`config.mk`:
```
export PLATFORM = sky130hd
export DESIGN_NAME = line_pixel_stepper
export DESIGN_NICKNAME = d
export VERILOG_FILES = /design/src/hw/rtl/lps_pkg.sv /design/src/hw/rtl/line_pixel_stepper.sv /design/src/hw/rtl/lps_front.sv /design/src/hw/rtl/lps_queue.sv /design/src/hw/rtl/lps_back.sv
export SDC_FILE = /design/constraint.sdc
export NUM_CORES = 1
export LEC_CHECK = 0
export BUFFER_PORTS_ARGS = -buffer_cell sky130_fd_sc_hd__buf_4
export CAP_MARGIN = 20
export CORE_MARGIN = 2
export CORE_UTILIZATION = 35
export DETAILED_ROUTE_END_ITERATION = 7
export PLACE_DENSITY = 0.6
export SYNTH_ARGS = -nofsm -noshare
export SYNTH_HDL_FRONTEND = slang
export SYNTH_SLANG_ARGS = --single-unit
export TNS_END_PERCENT = 10
```
`constraint.sdc`:
```
create_clock -name clk -period 15.6 [get_ports clk]
set_input_delay 0.78 -clock clk [delete_from_list [all_inputs] [get_ports clk]]
set_output_delay 0.78 -clock clk [all_outputs]
set_load 0.05 [all_outputs]
```
`src/hw/rtl/lps_pkg.sv`:
```
// ----------------------------------------------------------------------------
// lps_pkg: shared types and constants for the line pixel stepper
// Word kinds, configuration register map, reset values and default widths.
// ----------------------------------------------------------------------------
`timescale 1ns / 1ps

package lps_pkg;

    // default coordinate width
    localparam int LPS_COORD_BITS = 10;

    // display size registers
    localparam int LPS_DIM_BITS = 11;
    localparam logic [LPS_DIM_BITS-1:0] LPS_WIDTH_RESET  = 11'd320;
    localparam logic [LPS_DIM_BITS-1:0] LPS_HEIGHT_RESET = 11'd480;

    // configuration port
    localparam int LPS_CFG_IDX_W = 2;

    // depth of the queue between front and back
    localparam int LPS_QUEUE_DEPTH = 2;

    localparam int LPS_COLOR_BITS = 24;

    typedef enum logic [LPS_CFG_IDX_W-1:0] {
        LPS_REG_DISPLAY_WIDTH  = 2'd0,
        LPS_REG_DISPLAY_HEIGHT = 2'd1
    } lps_reg_t;

    typedef enum logic {
        LPS_KIND_START = 1'b0,
        LPS_KIND_STEP  = 1'b1
    } lps_kind_t;

    typedef struct packed {
        logic [LPS_DIM_BITS-1:0] width;
        logic [LPS_DIM_BITS-1:0] height;
    } lps_cfg_t;

endpackage

```
`src/hw/rtl/line_pixel_stepper.sv`:
```
// Path: a step word is first written into the queue, then popped by the stepper,
//   which loads its pixel into the output register (popping waits while it stalls).
// Throughput: one word per clock while out_ready is high; the stepper handles one queue
//   entry per cycle and the output register lets the next pixel load as one is taken.
// Reset: asynchronous, active low; clears the queue, the line and the output,
//   and sets the display size to 320 by 480. No clearing pass is needed.
// ----------------------------------------------------------------------------
// line_pixel_stepper: Bresenham line rasterizer
// Front classifies input words, a short queue decouples it from the stepper
// that walks the line and emits one pixel word per step word while a line is active.
// ----------------------------------------------------------------------------
`timescale 1ns / 1ps

module line_pixel_stepper #(
    parameter int COORD_BITS = lps_pkg::LPS_COORD_BITS
) (
    input  logic                               clk,
    input  logic                               rst_n,

    // configuration write channel
    input  logic                               cfg_valid,
    output logic                               cfg_ready,
    input  logic [lps_pkg::LPS_CFG_IDX_W-1:0]  cfg_index,
    input  logic [lps_pkg::LPS_DIM_BITS-1:0]   cfg_data,

    // input word channel
    input  logic                               in_valid,
    output logic                               in_ready,
    input  logic                               mode,
    input  logic [COORD_BITS-1:0]              x_start,
    input  logic [COORD_BITS-1:0]              y_start,
    input  logic [COORD_BITS-1:0]              x_end,
    input  logic [COORD_BITS-1:0]              y_end,
    input  logic [lps_pkg::LPS_COLOR_BITS-1:0] pixel_color_in,

    // pixel word channel
    output logic                               out_valid,
    input  logic                               out_ready,
    output logic [COORD_BITS-1:0]              pixel_x,
    output logic [COORD_BITS-1:0]              pixel_y,
    output logic [lps_pkg::LPS_COLOR_BITS-1:0] pixel_color,
    output logic                               visible,
    output logic                               last
);

    import lps_pkg::*;

    // queue entry: kind, both endpoints, spans, directions, initial error, color
    localparam int ENT_W = 1 + 6*COORD_BITS + 2 + (COORD_BITS + 2) + LPS_COLOR_BITS;

    lps_cfg_t          cfg_reg, cfg_next;
    logic [ENT_W-1:0]  push_entry;
    logic [ENT_W-1:0]  pop_entry;
    logic              pop_valid;
    logic              pop_ready;

    // Display size registers. Writes are always taken; the contract keeps
    // them to idle periods, so the stepper reads them without any shadowing.
    assign cfg_ready = 1'b1;

    always_comb
    begin
        cfg_next = cfg_reg;
        if (cfg_valid && cfg_ready)
        begin
            unique case (lps_reg_t'(cfg_index))
                LPS_REG_DISPLAY_WIDTH:  cfg_next.width  = cfg_data;
                LPS_REG_DISPLAY_HEIGHT: cfg_next.height = cfg_data;
                default:                cfg_next = cfg_reg;
            endcase
        end
    end

    always_ff @(posedge clk or negedge rst_n)
    begin
        if (!rst_n)
        begin
            cfg_reg.width  <= LPS_WIDTH_RESET;
            cfg_reg.height <= LPS_HEIGHT_RESET;
        end
        else
        begin
            cfg_reg <= cfg_next;
        end
    end

    // Front: tag the word and precompute start values in the accept cycle.
    lps_front #(
        .COORD_BITS (COORD_BITS)
    ) u_front (
        .mode           (mode),
        .x_start        (x_start),
        .y_start        (y_start),
        .x_end          (x_end),
        .y_end          (y_end),
        .pixel_color_in (pixel_color_in),
        .entry          (push_entry)
    );

    // Queue: in_ready is simply "queue has room", so input never waits on
    // the output side unless the queue actually fills.
    lps_queue #(
        .WIDTH (ENT_W),
        .DEPTH (LPS_QUEUE_DEPTH)
    ) u_queue (
        .clk        (clk),
        .rst_n      (rst_n),
        .push_valid (in_valid),
        .push_ready (in_ready),
        .push_data  (push_entry),
        .pop_valid  (pop_valid),
        .pop_ready  (pop_ready),
        .pop_data   (pop_entry)
    );

    // Back: line state, error-term step and the pixel output register.
    lps_back #(
        .COORD_BITS (COORD_BITS)
    ) u_back (
        .clk         (clk),
        .rst_n       (rst_n),
        .cfg         (cfg_reg),
        .pop_valid   (pop_valid),
        .pop_ready   (pop_ready),
        .pop_data    (pop_entry),
        .out_valid   (out_valid),
        .out_ready   (out_ready),
        .pixel_x     (pixel_x),
        .pixel_y     (pixel_y),
        .pixel_color (pixel_color),
        .visible     (visible),
        .last        (last)
    );

endmodule

```
`src/hw/rtl/lps_front.sv`:
```
// ----------------------------------------------------------------------------
// lps_front: input classifier
// Tags each word as start or step and precomputes spans, directions and the
// initial error term of a start word, packed as one queue entry.
// ----------------------------------------------------------------------------
`timescale 1ns / 1ps

module lps_front #(
    parameter int COORD_BITS = lps_pkg::LPS_COORD_BITS
) (
    input  logic                              mode,
    input  logic [COORD_BITS-1:0]             x_start,
    input  logic [COORD_BITS-1:0]             y_start,
    input  logic [COORD_BITS-1:0]             x_end,
    input  logic [COORD_BITS-1:0]             y_end,
    input  logic [lps_pkg::LPS_COLOR_BITS-1:0] pixel_color_in,
    output logic [1 + 6*COORD_BITS + 2 + (COORD_BITS+2) + lps_pkg::LPS_COLOR_BITS - 1:0] entry
);

    import lps_pkg::*;

    localparam int ERR_W = COORD_BITS + 2;

    lps_kind_t             kind;
    logic [COORD_BITS-1:0] span_x;
    logic [COORD_BITS-1:0] span_y;
    logic                  dir_x_neg;
    logic                  dir_y_neg;
    logic [ERR_W-1:0]      err_init;

    always_comb
    begin
        kind      = (mode == 1'b0) ? LPS_KIND_START : LPS_KIND_STEP;
        span_x    = (x_start > x_end) ? (x_start - x_end) : (x_end - x_start);
        span_y    = (y_start > y_end) ? (y_start - y_end) : (y_end - y_start);
        dir_x_neg = !(x_start < x_end);
        dir_y_neg = !(y_start < y_end);
        err_init  = ERR_W'(span_x) - ERR_W'(span_y);
    end

    assign entry = {kind, x_start, y_start, x_end, y_end, span_x, span_y,
                    dir_x_neg, dir_y_neg, err_init, pixel_color_in};

endmodule

```
`src/hw/rtl/lps_queue.sv`:
```
// ----------------------------------------------------------------------------
// lps_queue: short FIFO between front and back
// Register-based ring buffer, push and pop in the same cycle allowed while neither empty nor full.
// ----------------------------------------------------------------------------
`timescale 1ns / 1ps

module lps_queue #(
    parameter int WIDTH = 8,
    parameter int DEPTH = lps_pkg::LPS_QUEUE_DEPTH
) (
    input  logic             clk,
    input  logic             rst_n,
    input  logic             push_valid,
    output logic             push_ready,
    input  logic [WIDTH-1:0] push_data,
    output logic             pop_valid,
    input  logic             pop_ready,
    output logic [WIDTH-1:0] pop_data
);

    import lps_pkg::*;

    localparam int PTR_W = (DEPTH > 1) ? $clog2(DEPTH) : 1;
    localparam int CNT_W = $clog2(DEPTH + 1);

    logic [WIDTH-1:0] mem [DEPTH];
    logic [PTR_W-1:0] wr_ptr_reg, wr_ptr_next;
    logic [PTR_W-1:0] rd_ptr_reg, rd_ptr_next;
    logic [CNT_W-1:0] cnt_reg, cnt_next;
    logic             push_fire;
    logic             pop_fire;

    assign push_ready = (cnt_reg != CNT_W'(DEPTH));
    assign pop_valid  = (cnt_reg != '0);
    assign push_fire  = push_valid && push_ready;
    assign pop_fire   = pop_valid && pop_ready;
    assign pop_data   = mem[rd_ptr_reg];

    always_comb
    begin
        wr_ptr_next = wr_ptr_reg;
        rd_ptr_next = rd_ptr_reg;
        cnt_next    = cnt_reg;
        if (push_fire)
        begin
            wr_ptr_next = (wr_ptr_reg == PTR_W'(DEPTH - 1)) ? '0 : wr_ptr_reg + 1'b1;
        end
        if (pop_fire)
        begin
            rd_ptr_next = (rd_ptr_reg == PTR_W'(DEPTH - 1)) ? '0 : rd_ptr_reg + 1'b1;
        end
        if (push_fire && !pop_fire)
        begin
            cnt_next = cnt_reg + 1'b1;
        end
        else if (pop_fire && !push_fire)
        begin
            cnt_next = cnt_reg - 1'b1;
        end
    end

    always_ff @(posedge clk or negedge rst_n)
    begin
        if (!rst_n)
        begin
            wr_ptr_reg <= '0;
            rd_ptr_reg <= '0;
            cnt_reg    <= '0;
        end
        else
        begin
            wr_ptr_reg <= wr_ptr_next;
            rd_ptr_reg <= rd_ptr_next;
            cnt_reg    <= cnt_next;
        end
    end

    always_ff @(posedge clk)
    begin
        if (push_fire)
        begin
            mem[wr_ptr_reg] <= push_data;
        end
    end

endmodule

```
`src/hw/rtl/lps_back.sv`:
```
// ----------------------------------------------------------------------------
// lps_back: line stepper
// Holds the active line, executes queued words and drives the output register.
// ----------------------------------------------------------------------------
`timescale 1ns / 1ps

module lps_back #(
    parameter int COORD_BITS = lps_pkg::LPS_COORD_BITS
) (
    input  logic                              clk,
    input  logic                              rst_n,
    input  lps_pkg::lps_cfg_t                 cfg,
    input  logic                              pop_valid,
    output logic                              pop_ready,
    input  logic [1 + 6*COORD_BITS + 2 + (COORD_BITS+2) + lps_pkg::LPS_COLOR_BITS - 1:0] pop_data,
    output logic                              out_valid,
    input  logic                              out_ready,
    output logic [COORD_BITS-1:0]             pixel_x,
    output logic [COORD_BITS-1:0]             pixel_y,
    output logic [lps_pkg::LPS_COLOR_BITS-1:0] pixel_color,
    output logic                              visible,
    output logic                              last
);

    import lps_pkg::*;

    localparam int C     = COORD_BITS;
    localparam int ERR_W = C + 2;
    localparam int SUM_W = C + 3;
    localparam int CMP_W = (C > LPS_DIM_BITS) ? C : LPS_DIM_BITS;

    // entry fields
    logic                      e_kind;
    logic [C-1:0]              e_x0, e_y0, e_x1, e_y1, e_sx, e_sy;
    logic                      e_dxn, e_dyn;
    logic [ERR_W-1:0]          e_err;
    logic [LPS_COLOR_BITS-1:0] e_color;

    assign {e_kind, e_x0, e_y0, e_x1, e_y1, e_sx, e_sy,
            e_dxn, e_dyn, e_err, e_color} = pop_data;

    logic [C-1:0]              cur_x_reg, cur_x_next;
    logic [C-1:0]              cur_y_reg, cur_y_next;
    logic [C-1:0]              tgt_x_reg, tgt_x_next;
    logic [C-1:0]              tgt_y_reg, tgt_y_next;
    logic [C-1:0]              span_x_reg, span_x_next;
    logic [C-1:0]              span_y_reg, span_y_next;
    logic                      dxn_reg, dxn_next;
    logic                      dyn_reg, dyn_next;
    logic [ERR_W-1:0]          err_reg, err_next;
    logic                      active_reg, active_next;
    logic [LPS_COLOR_BITS-1:0] color_reg, color_next;
    logic                      out_valid_reg, out_valid_next;

    logic [C-1:0]              out_x_reg, out_y_reg;
    logic [LPS_COLOR_BITS-1:0] out_color_reg;
    logic                      out_vis_reg, out_last_reg;

    logic                      pop_fire;
    logic                      is_start;
    logic                      emit;
    logic                      is_last;
    logic                      is_vis;
    logic                      move_x, move_y;
    logic signed [SUM_W-1:0]   err_ext, e2, sx_s, sy_s, err_sum;

    assign pop_ready = !out_valid_reg || out_ready;
    assign pop_fire  = pop_valid && pop_ready;
    assign is_start  = (e_kind == LPS_KIND_START);
    assign emit      = pop_fire && !is_start && active_reg;
    assign is_last   = (cur_x_reg == tgt_x_reg) && (cur_y_reg == tgt_y_reg);
    assign is_vis    = (CMP_W'(cur_x_reg) < CMP_W'(cfg.width)) &&
                       (CMP_W'(cur_y_reg) < CMP_W'(cfg.height));

    // error-term step: x moves on e2 > -dy, y moves on e2 < dx
    always_comb
    begin
        err_ext = signed'({err_reg[ERR_W-1], err_reg});
        e2      = err_ext <<< 1;
        sx_s    = signed'({3'b000, span_x_reg});
        sy_s    = signed'({3'b000, span_y_reg});
        move_x  = (e2 > -sy_s);
        move_y  = (e2 < sx_s);
        err_sum = err_ext - (move_x ? sy_s : '0) + (move_y ? sx_s : '0);
    end

    always_comb
    begin
        cur_x_next     = cur_x_reg;
        cur_y_next     = cur_y_reg;
        tgt_x_next     = tgt_x_reg;
        tgt_y_next     = tgt_y_reg;
        span_x_next    = span_x_reg;
        span_y_next    = span_y_reg;
        dxn_next       = dxn_reg;
        dyn_next       = dyn_reg;
        err_next       = err_reg;
        active_next    = active_reg;
        color_next     = color_reg;
        out_valid_next = out_valid_reg && !out_ready;
        if (pop_fire && is_start)
        begin
            cur_x_next  = e_x0;
            cur_y_next  = e_y0;
            tgt_x_next  = e_x1;
            tgt_y_next  = e_y1;
            span_x_next = e_sx;
            span_y_next = e_sy;
            dxn_next    = e_dxn;
            dyn_next    = e_dyn;
            err_next    = e_err;
            color_next  = e_color;
            active_next = 1'b1;
        end
        else if (emit)
        begin
            out_valid_next = 1'b1;
            if (is_last)
            begin
                active_next = 1'b0;
            end
            else
            begin
                err_next = err_sum[ERR_W-1:0];
                if (move_x)
                begin
                    cur_x_next = dxn_reg ? cur_x_reg - 1'b1 : cur_x_reg + 1'b1;
                end
                if (move_y)
                begin
                    cur_y_next = dyn_reg ? cur_y_reg - 1'b1 : cur_y_reg + 1'b1;
                end
            end
        end
    end

    always_ff @(posedge clk or negedge rst_n)
    begin
        if (!rst_n)
        begin
            cur_x_reg     <= '0;
            cur_y_reg     <= '0;
            tgt_x_reg     <= '0;
            tgt_y_reg     <= '0;
            span_x_reg    <= '0;
            span_y_reg    <= '0;
            dxn_reg       <= 1'b0;
            dyn_reg       <= 1'b0;
            err_reg       <= '0;
            active_reg    <= 1'b0;
            color_reg     <= '0;
            out_valid_reg <= 1'b0;
        end
        else
        begin
            cur_x_reg     <= cur_x_next;
            cur_y_reg     <= cur_y_next;
            tgt_x_reg     <= tgt_x_next;
            tgt_y_reg     <= tgt_y_next;
            span_x_reg    <= span_x_next;
            span_y_reg    <= span_y_next;
            dxn_reg       <= dxn_next;
            dyn_reg       <= dyn_next;
            err_reg       <= err_next;
            active_reg    <= active_next;
            color_reg     <= color_next;
            out_valid_reg <= out_valid_next;
        end
    end

    always_ff @(posedge clk)
    begin
        if (emit)
        begin
            out_x_reg     <= cur_x_reg;
            out_y_reg     <= cur_y_reg;
            out_color_reg <= color_reg;
            out_vis_reg   <= is_vis;
            out_last_reg  <= is_last;
        end
    end

    assign out_valid   = out_valid_reg;
    assign pixel_x     = out_x_reg;
    assign pixel_y     = out_y_reg;
    assign pixel_color = out_color_reg;
    assign visible     = out_vis_reg;
    assign last        = out_last_reg;

`ifndef SYNTH
    // a waiting pixel is never overwritten
    a_no_overwrite: assert property (@(posedge clk) disable iff (!rst_n)
        out_valid_reg && !out_ready |-> !pop_ready)
        else $error("pixel register reloaded while stalled");

    // the endpoint pixel closes the line
    a_last_ends_line: assert property (@(posedge clk) disable iff (!rst_n)
        emit && is_last |=> !active_reg)
        else $error("line still active after last pixel");

    // a step word with no active line leaves the stepper untouched
    a_idle_step: assert property (@(posedge clk) disable iff (!rst_n)
        pop_fire && !is_start && !active_reg |=>
            !active_reg && $stable(cur_x_reg) && $stable(cur_y_reg))
        else $error("idle step changed line state");
`endif

endmodule
```
==> results.md <==
* Vias at roughly 11000
* Synth top area cells: edfxtp_1 (40%), dfrtp_1 (16%), ha_1 (8.1%), mux2i_1 (5.6%), o21ai_0 (3.1%)
* Initial antenna violation count at 1
* Worst hold slack at ~0.17 ns
* Drt drc at 0
* CTS Sinks at around 370
* FF-to-FF End: u_back.err_reg[10]
* Clock buffer depth at 3
* Largest net degree at the start of global routing at 105
* Crit share post-route at 34.0%
* FF-to-FF Start: u_back.span_y_reg[4]
* Post-DRT Antenna Nets at 0
* Worst EP arrival at roughly 5.8 ns
* Psw at 2.03 mW
* Post-DP HPWL at approximately 30000 um
* Worst path slowest cell: a31oi_1
* Clock tree from TritonCTS: done
* Worst-path cell chain: nor4_1 > nand3_1 > o41ai_1 > o21ai_0 > ha_1 > nand4_1 > o21bai_1 > a31o_2 > a31oi_1 > and2_1 > fa_1 > inv_1 > ha_1 > o21a_1 > o21a_1 > or2_2 > a31o_2 > a21oi_1 > xnor2_1 > a21o_1
* Global-route wire length before repair at 65600 um
* Area of the mapped netlist at 18300 um^2
* Post-synth top cells: edfxtp_1 (242), nand2_1 (146), inv_1 (137)
* Vias in the first global route at about 11000
* Final instance area at 21300 um^2
* Synth Net Count at ~1700
* Gr ovfl total at 0
* Synth Warn # at 0
* Non-filler cells, final at approximately 2300
* Pwr dens at between 200 and 250 nW/um^2
* CTS Root Cell: clkbuf_16
* Initial DRC Count at 700
* Yosys top cell by area: edfxtp_1
* Clk slew on worst S/H paths at roughly 0.06 ns
* Ys async rst share at 34.2%
* Synth Flop Type: edfxtp_1
* Mean Syn Cell Area at 12.2 um^2
* Reg2reg path depth at 20
* Pleak at 8.99 nW
* Top Ports at 132
* Max-slew headroom at between 20% and 30%
* Die area at 54100 um^2
* Sequential power share at a little over a third
* VDD IR max at 0.131 mV
* CP max stage delay at a little under 0.7 ns
* Fin Setup TNS at 0 ns
* Clock network power share at 19.7%
* Pins Over Slew Limit at 0
* Maxcap violations at 0
* Cell-internal power at between 2 and 3 mW
* Final WS setup at between 10 and 15 ns
* Worst Hold Class: in -> async
* Skew final at 0.0333 ns
* Row count at a little over 80
* Area Growth Syn to Fin at 16.6%
* Die Y-Extent at about 230 um
* Avg Vias per Cell at 4.91
* Worst-Skew Late Latency at 0.57 ns
* Number of synthesized flops with an enable pin at around 240
* Initial Util at between 30% and 40%
* Final Wtd Congestion at around 0.86
* WL final at 42200 um
* CP required at 16.05 ns
* N_diodes at 0
* TritonRoute pass-1 iters at 7
* Comb pwr share at ~46%
* Max reg flops at around 200
* Chip Width at between 200 and 250 um
* Kind of critical path: reg -> reg
* Final nets at 1843
* Post-DP Area at approximately 20000 um^2
* Cts repair resizes at 0
* Setup crit end kind: register
* Post-synthesis cell type count at just over 60
* Least-Margin Pin Slew at between 1 and 1.5 ns
* CTS H-tree depth at 2
* Fin. Hold Viols at 0
* Net Sw Frac at 40.7%
* Post-CTS setup buffers at 0
* Crit-path max FO at 12
* Share of post-route cells with drive strength above 1 at about 15%
* RSZ-0062 raised after global routing: no
* Synth Instances at about 1500
* Status: completed
* FF-to-FF setup slack at 10.30 ns
* Area share of the largest cell type after synthesis at 39.8%
* Count leader, synth: edfxtp_1
* Post-synthesis sequential area ratio at 57.1%
* DR WL/cell at ~18 um
* Core ar. at 51500 um^2
* Final Setup Violations at 0
* Flops & latches, synth at between 300 and 400
* Crit start category: register
* GRT Resource Usage Total at between 10% and 20%
* Fmax at about 190 MHz
* Port bufs at between 100 and 150
* Post-place setup slack at 10.21 ns
* Min Clock Period, post-route at between 5 and 6 ns
* Fin util at roughly two fifths
* TritonCTS Buffers at 42
* Pwr Total at 4.98 mW
* # hold bufs at CTS at 0
* Cells after DPL at around 2300
-- cell usage in the layout (no fill, tap or decap), types with 6 or more instances in the layout --
cell         n
nor3_1       6
fa_1        17
a31oi_1      6
nor2_1      38
xnor2_1     43
and2_1      13
mux2_2      17
dfrtp_1    119
a21o_1      21
o21bai_1     7
nor4_1      12
edfxtp_1   242
nor2b_1     19
clkbuf_1    13
dfstp_2      6
or3_1        6
o21ai_0    114
o21a_1      14
nand4_1      9
inv_1      137
nand3_1     24
clkbuf_16   42
a21oi_1     53
ha_1       118
nand2_1    146
buf_4      136
nand2b_1     9
o221ai_1    13
mux2i_1    102
o211ai_1    14
a211oi_1    14
xor2_1      40
-- worst max path at each step --
| stage | from | end | slack, ns |
|---|---|---|---|
| floorplan | u_queue.cnt_reg[0] | u_queue.mem[0][0] | 9.89 |
| global placement | u_back.span_y_reg[4] | u_back.err_reg[10] | 10.36 |
| detailed placement | u_back.span_y_reg[4] | u_back.err_reg[11] | 10.21 |
| CTS | u_back.span_y_reg[4] | u_back.err_reg[11] | 10.25 |
| global route | u_back.span_y_reg[4] | u_back.err_reg[11] | 9.75 |
| finish | u_back.span_y_reg[4] | u_back.err_reg[10] | 10.30 |
-- area by class of cell --
cell class	instances	area, um^2
Tap cell	680	851
Inverter	137	514
Clock inverter	18	233
Clock buffer	59	1150
Fill cell	4838	30200
Sequential cell	368	10400
Multi-Input combinational cell	939	7100
Timing Repair Buffer	137	1030
-- critical path, delay by kind of cell (launching register included) --
family	cells	cell delay, ns
flip-flops	1	0.43
AND/OR/NAND/NOR	5	1.28
adder cells (fa/ha/maj)	3	0.96
buffers and inverters	1	0.07
XOR/XNOR	1	0.08
AO/OA/AOI/OAI	10	2.37
-- cells by family after synthesis --
kind of cell / after synthesis / synth area share [%]
buffers and inverters: 189 / 4.28
AND/OR/NAND/NOR: 304 / 7.80
flip-flops: 368 / 57.1
adder cells (fa/ha/maj): 135 / 9.94
AO/OA/AOI/OAI: 296 / 10.2
multiplexers: 120 / 6.69
XOR/XNOR: 83 / 3.98
other: 1 / 0.0205
-- power groups by stage --
stage / Combinational [mW] / Sequential [mW] / Clock [mW]
2_1_floorplan: 1.56 / 1.84 / 0
3_5_place_dp: 2.28 / 1.75 / 0
5_1_grt: 2.55 / 1.77 / 1.05
6_report: 2.27 / 1.73 / 0.982
4_1_cts: 2.29 / 1.73 / 1.01
3_3_place_gp: 2.25 / 1.74 / 0
-- layer usage --
layer  up-vias  GRT usage, %  routed length, um
met2       250          24.5              18900
met3        59          3.82               2350
li1       5606             -                  -
met1      5557          22.0              20000
met5         -             0                  0
met4         0          4.52                937
Power figures use the tool's default switching activity.
